## src/hw/rtl/tmlf_pkg.sv

```systemverilog
// Shared types and codes for the text message length framer.
// No dependencies; compiled first.
package tmlf_pkg;

  // Result status codes
  localparam logic [1:0] STATUS_OK         = 2'd0;
  localparam logic [1:0] STATUS_NO_HDR_END = 2'd1;
  localparam logic [1:0] STATUS_TRUNCATED  = 2'd2;
  localparam logic [1:0] STATUS_BAD_LENGTH = 2'd3;

  // One received byte as handed to the parser
  typedef struct packed {
    logic [7:0] data_byte;
    logic       last;
  } tmlf_byte_t;

  // One framing result
  typedef struct packed {
    logic [15:0] header_len;
    logic [15:0] payload_len;
    logic [1:0]  status;
  } tmlf_result_t;

endpackage

```

## src/hw/rtl/tmlf_in_if.sv

```systemverilog
// Byte request channel of the framer: valid/ready plus one buffer byte.
// Depends on nothing.
interface tmlf_in_if;
  logic       valid;
  logic       ready;
  logic [7:0] data_byte;
  logic       last;

  modport source (output valid, output data_byte, output last, input ready);
  modport sink   (input valid, input data_byte, input last, output ready);
endinterface

```

## src/hw/rtl/tmlf_out_if.sv

```systemverilog
// Result channel of the framer: valid/ready plus header/payload length and status.
// Depends on nothing.
interface tmlf_out_if;
  logic        valid;
  logic        ready;
  logic [15:0] header_len;
  logic [15:0] payload_len;
  logic [1:0]  status;

  modport source (output valid, output header_len, output payload_len, output status,
                  input ready);
  modport sink   (input valid, input header_len, input payload_len, input status,
                  output ready);
endinterface

```

## src/hw/rtl/tmlf_parser.sv

```systemverilog
// Per-byte framing state machine: state registers and next-state logic.
// Depends on tmlf_pkg.
module tmlf_parser #(
  parameter int unsigned MAX_BUFFER_BYTES = 65535
) (
  input  logic                  clk,
  input  logic                  rst_n,
  input  logic                  step_en,
  input  tmlf_pkg::tmlf_byte_t  byte_in,
  output tmlf_pkg::tmlf_result_t result
);

  localparam logic [15:0] CountLimit =
    16'((MAX_BUFFER_BYTES < 65535) ? MAX_BUFFER_BYTES : 65535);

  localparam logic [2:0] PhLine  = 3'd0;
  localparam logic [2:0] PhRun   = 3'd1;
  localparam logic [2:0] PhKey   = 3'd2;
  localparam logic [2:0] PhSep   = 3'd3;
  localparam logic [2:0] PhBlank = 3'd4;
  localparam logic [2:0] PhNum   = 3'd5;
  localparam logic [2:0] PhBody  = 3'd6;

  // sub-state codes held in sub_idx
  localparam logic [3:0] KeywordLen = 4'd14;
  localparam logic [3:0] NumDigit   = 4'd1;
  localparam logic [3:0] NumNeg     = 4'd2;
  localparam logic [3:0] BodyData   = 4'd0;
  localparam logic [3:0] BodyZeros  = 4'd1;
  localparam logic [3:0] BodyDone   = 4'd2;
  localparam logic [3:0] RunFirst   = 4'd1;
  localparam logic [3:0] RunMore    = 4'd2;

  localparam logic [30:0] ValueMax = 31'h7FFF_FFFF;

  typedef struct packed {
    logic [2:0]  phase;
    logic [15:0] position;
    logic [1:0]  term_count;
    logic        first_cr;
    logic        second_equal;
    logic [3:0]  sub_idx;
    logic        length_seen;
    logic [30:0] length_value;
    logic        length_error;
    logic [15:0] header_end;
    logic [30:0] body_remaining;
    logic [15:0] zero_run;
  } parser_state_t;

  localparam parser_state_t StateReset = '{
    phase: PhLine, position: '0, term_count: '0, first_cr: 1'b0,
    second_equal: 1'b0, sub_idx: '0, length_seen: 1'b0, length_value: '0,
    length_error: 1'b0, header_end: '0, body_remaining: '0, zero_run: '0};

  // lower-case "content-length"
  function automatic logic [7:0] kw_char(logic [3:0] idx);
    logic [7:0] c;
    unique case (idx)
      4'd0:    c = 8'h63;
      4'd1:    c = 8'h6F;
      4'd2:    c = 8'h6E;
      4'd3:    c = 8'h74;
      4'd4:    c = 8'h65;
      4'd5:    c = 8'h6E;
      4'd6:    c = 8'h74;
      4'd7:    c = 8'h2D;
      4'd8:    c = 8'h6C;
      4'd9:    c = 8'h65;
      4'd10:   c = 8'h6E;
      4'd11:   c = 8'h67;
      4'd12:   c = 8'h74;
      4'd13:   c = 8'h68;
      default: c = 8'h00;
    endcase
    return c;
  endfunction

  function automatic logic is_term(logic [7:0] b);
    return (b == 8'h0D) || (b == 8'h0A);
  endfunction

  function automatic logic is_digit(logic [7:0] b);
    return (b >= 8'h30) && (b <= 8'h39);
  endfunction

  function automatic logic run_ends(parser_state_t s);
    return (s.term_count == 2'd3) || ((s.term_count == 2'd2) && s.second_equal);
  endfunction

  function automatic parser_state_t line_byte(parser_state_t s, logic [7:0] b);
    parser_state_t r;
    r = s;
    if (is_term(b)) begin
      r.phase        = PhRun;
      r.term_count   = 2'd1;
      r.first_cr     = (b == 8'h0D);
      r.second_equal = 1'b0;
      r.sub_idx      = RunFirst;
    end else begin
      r.phase = PhLine;
    end
    return r;
  endfunction

  function automatic parser_state_t enter_body(parser_state_t s, logic [15:0] at);
    parser_state_t r;
    r = s;
    r.header_end     = at;
    r.body_remaining = s.length_value;
    r.phase          = PhBody;
    r.sub_idx        = BodyData;
    return r;
  endfunction

  function automatic parser_state_t body_byte(parser_state_t s, logic [7:0] b);
    parser_state_t r;
    logic          consumed;
    r = s;
    consumed = 1'b0;
    if (r.sub_idx == BodyData) begin
      if (r.body_remaining != '0) begin
        r.body_remaining = r.body_remaining - 31'd1;
        consumed = 1'b1;
      end else begin
        r.sub_idx = BodyZeros;
      end
    end
    if (!consumed && r.sub_idx == BodyZeros) begin
      if (b == 8'h00) begin
        if (r.zero_run < CountLimit) r.zero_run = r.zero_run + 16'd1;
      end else begin
        r.sub_idx = BodyDone;
      end
    end
    return r;
  endfunction

  function automatic parser_state_t key_byte(parser_state_t s, logic [7:0] b);
    parser_state_t r;
    logic [7:0]    lo;
    r = s;
    lo = ((b >= 8'h41) && (b <= 8'h5A)) ? (b | 8'h20) : b;
    if ((s.sub_idx < KeywordLen) && (lo == kw_char(s.sub_idx))) begin
      r.sub_idx = s.sub_idx + 4'd1;
      if (r.sub_idx == KeywordLen) begin
        r.length_seen = 1'b1;
        r.phase       = PhSep;
        r.sub_idx     = '0;
      end
    end else begin
      r = line_byte(s, b);
    end
    return r;
  endfunction

  function automatic parser_state_t run_byte(parser_state_t s, logic [7:0] b);
    parser_state_t r;
    logic          blank;
    r = s;
    blank = (b == 8'h20) || (b == 8'h09);
    if (is_term(b) || (blank && s.term_count != 2'd3)) begin
      if (s.sub_idx == RunFirst) begin
        r.second_equal = is_term(b) && ((b == 8'h0D) == s.first_cr);
        r.sub_idx      = RunMore;
      end
      if (is_term(b) && s.term_count != 2'd3) r.term_count = s.term_count + 2'd1;
    end else if (run_ends(s)) begin
      r = body_byte(enter_body(s, s.position), b);
    end else if (!s.length_seen) begin
      r.phase   = PhKey;
      r.sub_idx = '0;
      r = key_byte(r, b);
    end else begin
      r = line_byte(s, b);
    end
    return r;
  endfunction

  function automatic parser_state_t finish_number(parser_state_t s);
    parser_state_t r;
    r = s;
    if ((s.sub_idx & NumDigit) == '0) r.length_error = 1'b1;
    if (((s.sub_idx & NumNeg) != '0) && (s.length_value != '0)) r.length_error = 1'b1;
    return r;
  endfunction

  function automatic parser_state_t blank_byte(parser_state_t s, logic [7:0] b);
    parser_state_t r;
    r = s;
    if ((b == 8'h20) || (b == 8'h09) || (b == 8'h0B) || (b == 8'h0C)) begin
      r.phase = PhBlank;
    end else if ((b == 8'h2B) || (b == 8'h2D)) begin
      r.phase   = PhNum;
      r.sub_idx = (b == 8'h2D) ? NumNeg : '0;
    end else if (is_digit(b)) begin
      r.phase        = PhNum;
      r.sub_idx      = NumDigit;
      r.length_value = 31'(b[3:0]);
    end else begin
      r.length_error = 1'b1;
      r = line_byte(r, b);
    end
    return r;
  endfunction

  function automatic parser_state_t num_byte(parser_state_t s, logic [7:0] b);
    parser_state_t r;
    logic [34:0]   prod;
    r = s;
    // 10*v + d overflows exactly when v > (max - d) / 10
    prod = (35'(s.length_value) * 35'd10) + 35'(b[3:0]);
    if (is_digit(b)) begin
      r.length_value = (prod > 35'(ValueMax)) ? ValueMax : prod[30:0];
      r.sub_idx      = s.sub_idx | NumDigit;
    end else begin
      r = line_byte(finish_number(s), b);
    end
    return r;
  endfunction

  parser_state_t state_r, state_nxt;
  parser_state_t stepped;
  parser_state_t closed;
  logic [31:0]   body_sum;

  always_comb begin
    unique case (state_r.phase)
      PhRun:   stepped = run_byte(state_r, byte_in.data_byte);
      PhKey:   stepped = key_byte(state_r, byte_in.data_byte);
      PhSep: begin
        if ((byte_in.data_byte == 8'h3A) || (byte_in.data_byte == 8'h20)) begin
          stepped = state_r;
        end else begin
          stepped = blank_byte(state_r, byte_in.data_byte);
        end
      end
      PhBlank: stepped = blank_byte(state_r, byte_in.data_byte);
      PhNum:   stepped = num_byte(state_r, byte_in.data_byte);
      PhBody:  stepped = body_byte(state_r, byte_in.data_byte);
      default: stepped = line_byte(state_r, byte_in.data_byte);
    endcase
    if (stepped.position < CountLimit) stepped.position = stepped.position + 16'd1;
  end

  // end-of-buffer wrap-up
  always_comb begin
    closed = stepped;
    priority if ((stepped.phase == PhSep) || (stepped.phase == PhBlank)) begin
      closed.length_error = 1'b1;
    end else if (stepped.phase == PhNum) begin
      closed = finish_number(stepped);
    end else if ((stepped.phase == PhRun) && run_ends(stepped)) begin
      closed = enter_body(stepped, stepped.position);
    end else begin
      closed = stepped;
    end
  end

  assign body_sum = 32'(closed.length_value) + 32'(closed.zero_run);

  always_comb begin
    result.header_len  = '0;
    result.payload_len = '0;
    priority if (closed.length_error) begin
      result.status = tmlf_pkg::STATUS_BAD_LENGTH;
    end else if (closed.phase == PhBody) begin
      if ((closed.sub_idx == BodyData) && (closed.body_remaining != '0)) begin
        result.status = tmlf_pkg::STATUS_TRUNCATED;
      end else begin
        result.status      = tmlf_pkg::STATUS_OK;
        result.header_len  = closed.header_end;
        result.payload_len = (body_sum > 32'd65535) ? 16'hFFFF : body_sum[15:0];
      end
    end else begin
      result.status = tmlf_pkg::STATUS_NO_HDR_END;
    end
  end

  assign state_nxt = byte_in.last ? StateReset : stepped;

  always_ff @(posedge clk) begin
    if (!rst_n) begin
      state_r <= StateReset;
    end else if (step_en) begin
      state_r <= state_nxt;
    end
  end

endmodule

```

## src/hw/rtl/text_message_length_framer.sv

```systemverilog
// Text message length framer: one result per buffer, at its last byte.
// Throughput: one byte per cycle; a last byte stalls on a full result register.
// Path: an accepted byte waits in the input register and is parsed when the
//   parser steps; a last byte's result is registered in the result register.
// Reset (rst_n low, synchronous): clears all framing state and both valid flags.
// Depends on tmlf_pkg, tmlf_in_if, tmlf_out_if, tmlf_parser.
module text_message_length_framer #(
  parameter int unsigned MAX_BUFFER_BYTES = 65535
) (
  input  logic              clk,
  input  logic              rst_n,
  tmlf_in_if.sink           in_chan,
  tmlf_out_if.source        out_chan
);

  // Input register: holds one accepted byte request until the parser takes it.
  logic                   in_valid_r;
  tmlf_pkg::tmlf_byte_t   in_byte_r;

  // Result register: holds a finished result until the sink takes it.
  logic                   out_valid_r;
  tmlf_pkg::tmlf_result_t out_res_r;

  tmlf_pkg::tmlf_result_t parser_res;
  logic                   step_en;

  // A byte that is not last never produces a result, so it always moves on.
  // A last byte needs the result register to be free or draining this cycle.
  assign step_en = in_valid_r && (!in_byte_r.last || !out_valid_r || out_chan.ready);

  // Input register reloads whenever it is empty or its byte is consumed.
  assign in_chan.ready = !in_valid_r || step_en;

  always_ff @(posedge clk) begin
    if (!rst_n) begin
      in_valid_r <= 1'b0;
    end else if (in_chan.valid && in_chan.ready) begin
      in_valid_r <= 1'b1;
    end else if (step_en) begin
      in_valid_r <= 1'b0;
    end
  end

  always_ff @(posedge clk) begin
    if (in_chan.valid && in_chan.ready) begin
      in_byte_r.data_byte <= in_chan.data_byte;
      in_byte_r.last      <= in_chan.last;
    end
  end

  // Framing state machine; state returns to reset after each last byte.
  tmlf_parser #(
    .MAX_BUFFER_BYTES (MAX_BUFFER_BYTES)
  ) u_parser (
    .clk     (clk),
    .rst_n   (rst_n),
    .step_en (step_en),
    .byte_in (in_byte_r),
    .result  (parser_res)
  );

  always_ff @(posedge clk) begin
    if (!rst_n) begin
      out_valid_r <= 1'b0;
    end else if (step_en && in_byte_r.last) begin
      out_valid_r <= 1'b1;
    end else if (out_chan.ready) begin
      out_valid_r <= 1'b0;
    end
  end

  always_ff @(posedge clk) begin
    if (step_en && in_byte_r.last) begin
      out_res_r <= parser_res;
    end
  end

  assign out_chan.valid       = out_valid_r;
  assign out_chan.header_len  = out_res_r.header_len;
  assign out_chan.payload_len = out_res_r.payload_len;
  assign out_chan.status      = out_res_r.status;

  // Bytes in the middle of a buffer never stall in the input register.
  a_mid_byte_moves: assert property (@(posedge clk) disable iff (!rst_n)
    (in_valid_r && !in_byte_r.last) |-> step_en)
    else $error("mid-buffer byte stalled");

  // A parsed last byte always shows up as a result on the next cycle.
  a_last_gives_result: assert property (@(posedge clk) disable iff (!rst_n)
    (step_en && in_byte_r.last) |=> out_valid_r)
    else $error("last byte produced no result");

  // Lengths are reported only with an ok status.
  a_err_zero_lengths: assert property (@(posedge clk) disable iff (!rst_n)
    (out_valid_r && (out_res_r.status != tmlf_pkg::STATUS_OK)) |->
      ((out_res_r.header_len == '0) && (out_res_r.payload_len == '0)))
    else $error("nonzero length with error status");

endmodule
```

## src/flat_wrapper.sv

```systemverilog
// flat-port wrapper written by rule: the top's interface ports become plain ports
module text_message_length_framer_flat 
#(
  parameter int unsigned MAX_BUFFER_BYTES = 65535
)
  (clk, rst_n, in_chan_valid, in_chan_data_byte, in_chan_last, in_chan_ready, out_chan_valid, out_chan_header_len, out_chan_payload_len, out_chan_status, out_chan_ready);
  tmlf_in_if in_chan_i ();
  tmlf_out_if out_chan_i ();
  input  logic clk;
  input  logic rst_n;
  input wire logic [$bits(in_chan_i.valid)-1:0] in_chan_valid;
  input wire logic [$bits(in_chan_i.data_byte)-1:0] in_chan_data_byte;
  input wire logic [$bits(in_chan_i.last)-1:0] in_chan_last;
  output wire logic [$bits(in_chan_i.ready)-1:0] in_chan_ready;
  output wire logic [$bits(out_chan_i.valid)-1:0] out_chan_valid;
  output wire logic [$bits(out_chan_i.header_len)-1:0] out_chan_header_len;
  output wire logic [$bits(out_chan_i.payload_len)-1:0] out_chan_payload_len;
  output wire logic [$bits(out_chan_i.status)-1:0] out_chan_status;
  input wire logic [$bits(out_chan_i.ready)-1:0] out_chan_ready;
  assign in_chan_i.valid = in_chan_valid;
  assign in_chan_i.data_byte = in_chan_data_byte;
  assign in_chan_i.last = in_chan_last;
  assign in_chan_ready = in_chan_i.ready;
  assign out_chan_valid = out_chan_i.valid;
  assign out_chan_header_len = out_chan_i.header_len;
  assign out_chan_payload_len = out_chan_i.payload_len;
  assign out_chan_status = out_chan_i.status;
  assign out_chan_i.ready = out_chan_ready;
  text_message_length_framer #(.MAX_BUFFER_BYTES(MAX_BUFFER_BYTES)) u_core (.clk(clk), .rst_n(rst_n), .in_chan(in_chan_i), .out_chan(out_chan_i));
endmodule
```

## config.mk

```make
export PLATFORM = sky130hd
export DESIGN_NAME = text_message_length_framer_flat
export DESIGN_NICKNAME = d
export VERILOG_FILES = /design/src/hw/rtl/tmlf_pkg.sv /design/src/hw/rtl/tmlf_in_if.sv /design/src/hw/rtl/tmlf_out_if.sv /design/src/hw/rtl/tmlf_parser.sv /design/src/hw/rtl/text_message_length_framer.sv /design/src/flat_wrapper.sv
export SDC_FILE = /design/constraint.sdc
export NUM_CORES = 1
export LEC_CHECK = 0
export BUFFER_PORTS_ARGS = -buffer_cell sky130_fd_sc_hd__buf_2
export CAP_MARGIN = 20
export CORE_ASPECT_RATIO = 0.8
export CORE_UTILIZATION = 60
export CTS_CLUSTER_SIZE = 28
export DETAILED_ROUTE_END_ITERATION = 10
export GPL_TIMING_DRIVEN = 0
export PLACE_DENSITY = 0.77
export SLEW_MARGIN = 15
export SYNTH_ARGS = -nofsm -noshare
export SYNTH_HDL_FRONTEND = slang
export SYNTH_SLANG_ARGS = --single-unit
```

## constraint.sdc

```tcl
create_clock -name clk -period 7.9 [get_ports clk]
set_input_delay 0.79 -clock clk [delete_from_list [all_inputs] [get_ports clk]]
set_output_delay 0.79 -clock clk [all_outputs]
set_load 0.1 [all_outputs]
```

After elaboration in Yosys (flattened, before gate mapping)
Memories as Yosys holds them, arrays and structs flattened. A register that Yosys moved wholly into a read port is not among the register bits.
Cells that the tools add are included.
{"block": "totals", "register_bits": 168, "romBits": 112, "input_bits": 13, "output_inout_bits": 36, "elab_cells": 209, "n_memories": 1}
{"memory": "(no name shown)", "words": 16, "width": 7, "rd": 1, "rd_clocked_by_memory_dff": 1, "wr": 0, "line": "tmlf_parser.sv:59", "text": "unique case (idx)"}
{"block": "op_classes", "n_addsub": 8, "n_mul": 1, "magnitude_cmp": 9, "n_eq_ne": 32, "mux": 89, "n_bitwise": 1, "reduce_logical": 48}
{"operator": "case mux 123 bit (6 select lines)", "count": 1}
{"operator": "2-to-1 mux 123 bit", "count": 5}
{"operator": "2-to-1 mux 31 bit", "count": 6}
{"operator": "2-to-1 mux 64 bit", "count": 2}
{"operator": "nonzero test 31 bit", "count": 4}
{"operator": "2-to-1 mux 122 bit", "count": 1}
{"operator": "2-to-1 mux 104 bit", "count": 1}
{"operator": "2-to-1 mux 16 bit", "count": 6}
{"operator": "2-to-1 mux 96 bit", "count": 1}
{"operator": "2-to-1 mux 95 bit", "count": 1}
{"operator": "2-to-1 mux 4 bit", "count": 19}
{"operator": "2-to-1 mux 63 bit", "count": 1}
{"operator": "subtractor 31 x 1 -> 31 bit (second input constant)", "count": 2}
{"operator": "2-to-1 mux 59 bit", "count": 1}
{"operator": "2-to-1 mux 8 bit", "count": 7}
{"operator": "equality test 8 x 4 -> 1 bit (second input constant)", "count": 5}
{"operator": "adder 35 x 4 -> 35 bit", "count": 1}
{"operator": "> comparator 35 x 31 -> 1 bit (second input constant)", "count": 1}
{"operator": "multiplier 31 x 3 -> 34 bit (second input constant)", "count": 1}
{"operator": "adder 16 x 1 -> 16 bit (second input constant)", "count": 2}
{"operator": "adder 31 x 16 -> 32 bit", "count": 1}
{"operator": "equality test 8 x 6 -> 1 bit (second input constant)", "count": 4}
{"operator": "> comparator 32 x 16 -> 1 bit (second input constant)", "count": 1}
{"operator": "< comparator 16 bit (second input constant)", "count": 2}
{"operator": "33 further kinds", "count": 112}

Logic depth before layout (Yosys ltp)
{"block": "depth", "ltp_word": 23, "mapped_depth": 35, "mapped_depth_nobuf": 28}

Cells and area by module
A second synthesis with hierarchy kept.
{"block": "unflattened", "cells_unflattened": 2058, "hier_area_um2": 15623.7}
{"module": "tmlf_parser", "n_inst": 1, "cells_per_inst": 2003, "area_per_inst_um2": 14214.9, "seq_area_each_um2": 2602.5}
{"module": "text_message_length_framer", "n_inst": 1, "cells_per_inst": 55, "area_per_inst_um2": 1408.9, "seq_area_each_um2": 1331.3}

Least setup slack after synthesis
OpenSTA, ideal clock, no wires.
{"block": "synth_path", "kind": "flip-flop to flip-flop", "from": "reg u_core.u_parser.state_r[65] (netlist name)", "to": "reg u_core.out_res_r, in the netlist u_core.out_chan.payload_len[10], data pin", "setup_ns": 0.146, "t_arrival_ns": 7.128, "required_time_ns": 7.754, "path_slack_ns": 0.626, "stages_incl_launch_ff": 36, "n_path_buf": 7, "period_less_slack_ns": 7.274, "cell_sequence": "dfxtp_1 -> ha_1 -> ha_1 -> fa_1 -> a211oi_2 -> o21bai_1 -> xnor2_1 -> nand4_1 -> nor4_2 -> nor4bb_1 -> buf_4 -> and2_1 -> nand4_1 -> buf_2 -> and2_1 -> clkbuf_1 -> buf_2 -> o21ai_0 -> nand2_1 -> nand2_1 -> o21ai_0 -> ha_1 -> clkbuf_1 -> a21oi_1 -> nand2_1 -> inv_1 -> nand4_1 -> o2111ai_1 -> a211oi_2 -> a221o_1 -> nand3_1 -> mux2_1 -> and4_1 -> buf_6 -> buf_8 -> a21oi_2"}
{"block": "synth_between", "elab_chain_cells": 17, "word_cells_on_any_way": 51, "classes_between": "add/sub: 3; mul: 1; order compare: 2; eq/ne: 1; mux: 33; reduce/logical: 11"}
{"item": "start, declared", "line": "tmlf_parser.sv:222", "text": "parser_state_t state_r, state_nxt;"}
{"item": "start signal, assigned", "line": "tmlf_parser.sv:284", "text": "state_r <= StateReset;"}
{"item": "start signal, assigned", "line": "tmlf_parser.sv:286", "text": "state_r <= state_nxt;"}
{"item": "branches (longest 10 deep; another with adder 35 x 4 -> 35 bit)"}
{"item": "case mux 123 bit (6 select lines) (*)", "line": "tmlf_parser.sv:228", "text": "unique case (state_r.phase)"}
{"item": "2-to-1 mux 123 bit / zero test 4 bit (equally long branches)", "line": "tmlf_parser.sv:253, tmlf_parser.sv:183"}
{"item": "2-to-1 mux 123 bit / 2-to-1 mux 1 bit (equally long branches)", "line": "tmlf_parser.sv:251, tmlf_parser.sv:183"}
{"item": "2-to-1 mux 63 bit (tied with other cells)", "line": "tmlf_parser.sv:249", "text": "priority if ((stepped.phase == PhSep) || (stepped.phase == PhBlank)) begin"}
{"item": "adder 31 x 16 -> 32 bit (tied with other cells)", "line": "tmlf_parser.sv:260", "text": "assign body_sum = 32'(closed.length_value) + 32'(closed.zero_run);"}
{"item": "> comparator 32 x 16 -> 1 bit (tied with other cells)", "line": "tmlf_parser.sv:273", "text": "result.payload_len = (body_sum > 32'd65535) ? 16'hFFFF : body_sum[15:0];"}
{"item": "2-to-1 mux 16 bit / OR reduction 3 bit (equally long branches)"}
{"item": "end signal, assigned", "line": "text_message_length_framer.sv:74", "text": "out_res_r <= parser_res;"}
{"item": "end, declared", "line": "text_message_length_framer.sv:22", "text": "tmlf_pkg::tmlf_result_t out_res_r;"}
Every way passes the cells marked *. The select of a mux whose other input is x is not followed.
A chain may end at the register's enable or synchronous reset.

Worst setup path in the final report
{"block": "layout_path", "from": "reg u_core.u_parser.state_r[73] (netlist name)", "to": "reg u_core.out_res_r, in the netlist u_core.out_chan.payload_len[11], data pin"}
Same word-level chain as after synthesis.

==> flow_summary_export.csv <==
group,metric,value,unit
clocking,clkLatencyLatePin,460,ps
job,drv.max_cap_violation_count,0,
critical_path,worst-path-max-fanout,10,
placement,finalWeightedCongestion,1.04,
sta,achievable-frequency,130,MHz
synth,yosysSeqAreaShare,23.9,%
placement,portBuffers,48,
synth,netlist_top_cells_area,"dfxtp_1 (16%), edfxtp_1 (7.8%), ha_1 (6.8%)",
detailed_routing,detailedRoute.firstPassIterationCount,9,
finish,antennaDiodeCount,0,
detailed_routing,detail_route.vias_per_cell,7.20,
synth,synth_enable_flop_cells,43,
synth,synthesis.area,16500,µm²
sta,final.setup_skew,19.4,ps
power_and_ir_drop,vdd_drop_max,161,µV
critical_path,critPathMostFrequentCell,"buf_4",
global_routing,grt_pass1_wl,98.2,mm
sta,slew-limit-headroom,24.5,%
sta,min_period_over_period,97.1,%
critical_path,crit_path_end_kind,"flop",
floorplan,initial_utilization,61.9,%
power_and_ir_drop,total_leakage_power,6.62,nW
synth,postSynth.asyncResetShare,0,%
floorplan,placement_rows,53,
detailed_routing,route.detailed.wl_per_inst,24.8,µm
floorplan,placeableCoreArea,26700,µm²
clocking,htree_levels,4,
sta,final.min_clock_period,7670,ps
sta,report.final.slew_viol_count,0,
floorplan,top_level_ports,49,
placement,hpwl,49.9,mm
detailed_routing,ant_nets,0,
finish,post_route_cells_drive_above_1_share,10.1,%
critical_path,critPathArrivalTime,7840,ps
global_routing,grt.total_usage,45.5,%
global_routing,grt_start_max_net_pins,20,
power_and_ir_drop,power.share.combinational,6.9,%
clocking,tritoncts,"built",
detailed_routing,detail_route.wirelength,66.4,mm
clocking,path_clk_slew,80,ps
power_and_ir_drop,sw_frac_of_total,27.2,%
finish,n_fill_cell,2279,
power_and_ir_drop,power.share.sequential,48.5,%
floorplan,chip_height,150,µm
power_and_ir_drop,p_int,0.00139,W
power_and_ir_drop,clockPowerShare,44.6,%
synth,netlist_instances,2224,
clocking,cts.sinks,175,
power_and_ir_drop,power_switching,0.000520,W
synth,synthDistinctLibCells,100,
synth,synthDominantCellAreaShare,16.0,%
finish,area_delta_synth_final,11.6,%
power_and_ir_drop,total_power,0.00191,W
outcome,status,"finished clean",
critical_path,critical-path-max-stage-delay,460,ps
clocking,post_cts_hold_buffer_count,0,
synth,post_synthesis_register_bit_count,175,
clocking,cts_buffers,17,
global_routing,globalRouteOverflowTotal,0,
synth,yosysTopAreaCell,"dfxtp_1",
synth,synth_nets,2329,
synth,ys_warn_count,0,
global_routing,grt_pass1_vias,17000,
critical_path,crit_path_start_kind,"flop",
sta,final-setup-viol-count,0,
floorplan,die_width,187,µm
critical_path,crit_required,8070,ps
detailed_routing,drt-initial-drc-count,2907,
sta,worst-slew-pin-transition,1130,ps
critical_path,timing.setup.critical_path_class,"flop to flop",
floorplan,die_area,28200,µm²
clocking,clock_path_buffers,2,
finish,finalNetCount,2412,
synth,postSynth.topFlopCell,"dfxtp_1",
hold_path,hp-class,"input port to flop",
clocking,clock_tree.root_cell,"clkbuf_16",
critical_path,critPathSlowestCell,"o21ai_1",
sta,number_of_hold_violations_in_the_final_report,0,
global_routing,antenna_found_initial,0,
power_and_ir_drop,power.density,104,nW/µm²
sta,setup_total_negative_slack,0,ps
detailed_routing,vias,19300,
synth,syn-mean-instance-area,7.41,µm²
detailed_routing,drc_errors,0,
[layer usage]
layer | GRT usage (%) | wire length, µm
met1 | 63.5 | 27000
met2 | 63.8 | 26000
met3 | 15.3 | 10600
met4 | 18.4 | 2830
met5 | 0 | 0
[repair_timing]
action | 4_1_cts | 5_1_grt
endpoints found under the setup margin | 30 | 23
pin swaps | 12 | 20
gates cloned | 0 | 0
resized for setup | 41 | 71
buffers inserted | 16 | 7
[worst paths after layout]
check                              start                              end  slack [ps]  depth (start not counted)
max          u_core.u_parser.state_r[73]  u_core.out_chan.payload_len[11]         230                         33
min                 in_chan_data_byte[1]              u_core.in_byte_r[2]         520                          1
max reg2reg  u_core.u_parser.state_r[73]  u_core.out_chan.payload_len[11]         230                         33
min reg2reg  u_core.u_parser.state_r[62]      u_core.u_parser.state_r[62]         530                          2
[power by group through the flow]
stage / Clock, W / Combinational, W / Sequential, W
after CTS: 0.000844 / 0.000125 / 0.000927
after global placement: 0 / 0.000121 / 0.000948
final: 0.000851 / 0.000132 / 0.000927
after detailed placement: 0 / 0.000124 / 0.000948
after floorplan: 0 / 0.0000530 / 0.000972
after global routing: 0.000874 / 0.000133 / 0.000928
[worst max-delay path: cells and delay by family (launching register included)]
kind | cells | cell delay (ps)
buf+inv | 8 | 1420
mux | 1 | 270
compound gates | 9 | 2140
xor+xnor | 1 | 240
flops | 1 | 450
simple gates | 11 | 1900
fa+ha+maj | 3 | 990
[cells by family after synthesis]
group / after synthesis / share of synthesized area [%]
AO/OA/AOI/OAI: 667 / 26.7
flip-flops: 175 / 23.9
buffers and inverters: 195 / 4.75
multiplexers: 22 / 1.42
XOR/XNOR: 102 / 5.46
AND/OR/NAND/NOR: 968 / 30.5
adder cells (fa/ha/maj): 95 / 7.25
[stage by stage]
| stage | util (%) | instances | cell area (µm²) | setup WS (ps) | hold WS, ps |
|---|---|---|---|---|---|
| after floorplan | - | 2224 | 16500 | 626 | 479 |
| after global placement | 64.4 | 2629 | 17200 | -1230 | 503 |
| after detailed placement | 64.5 | 2630 | 17200 | -1430 | 510 |
| after CTS | 67.9 | 2676 | 18100 | 4.14 | 511 |
| after global routing | 69.0 | 2677 | 18400 | -96.3 | 508 |
| final | 69.0 | 2677 | 18400 | 232 | 519 |
[cells in the mapped netlist, types with 58 or more instances]
master    count
nor3_1       64
nand3_1      80
a21oi_1     145
nand2_1     235
xnor2_1      58
a22oi_1      88
nor2b_1     112
clkbuf_1    134
ha_1         90
nor2_1      183
dfxtp_1     132
o21ai_0     158
and2_1       59
[state kept, by name, indices dropped and copies added, names as in the netlist, named ones only]
register,cells
u_core.out_chan.payload_len,16
u_core.in_valid_r,1
u_core.out_chan.status,2
u_core.out_chan.header_len,16
u_core.in_byte_r,9
u_core.u_parser.state_r,123
u_core.out_chan.valid,1
[placed cells by master (no fill, tap or decap), types with 20 or more instances in the layout]
cell type and n:
a21oi_1 141, a22oi_1 88, and2_1 58, and3_1 23
buf_2 51, buf_4 28, clkbuf_1 127, dfxtp_1 122
edfxtp_1 43, ha_1 87, inv_1 43, nand2_1 235
nand2b_1 22, nand3_1 80, nand4_1 38, nor2_1 182
nor2b_1 111, nor3_1 62, nor4_1 32, o211ai_1 26
o21ai_0 143, o22ai_1 20, or3_1 24, xnor2_1 54
xor2_1 41
[area by class of cell]
class	instances	area, µm²	area share [%]
multi-input cells	1854	12200	66.6
clock inverters	10	73.8	0.401
plain buffers	144	598	3.25
repair buffers	72	440	2.39
inverters	43	161	0.877
clock buffers	22	485	2.64
flip-flops and latches	175	3950	21.5
well taps	357	447	2.43
Power figures use the tool's default switching activity.
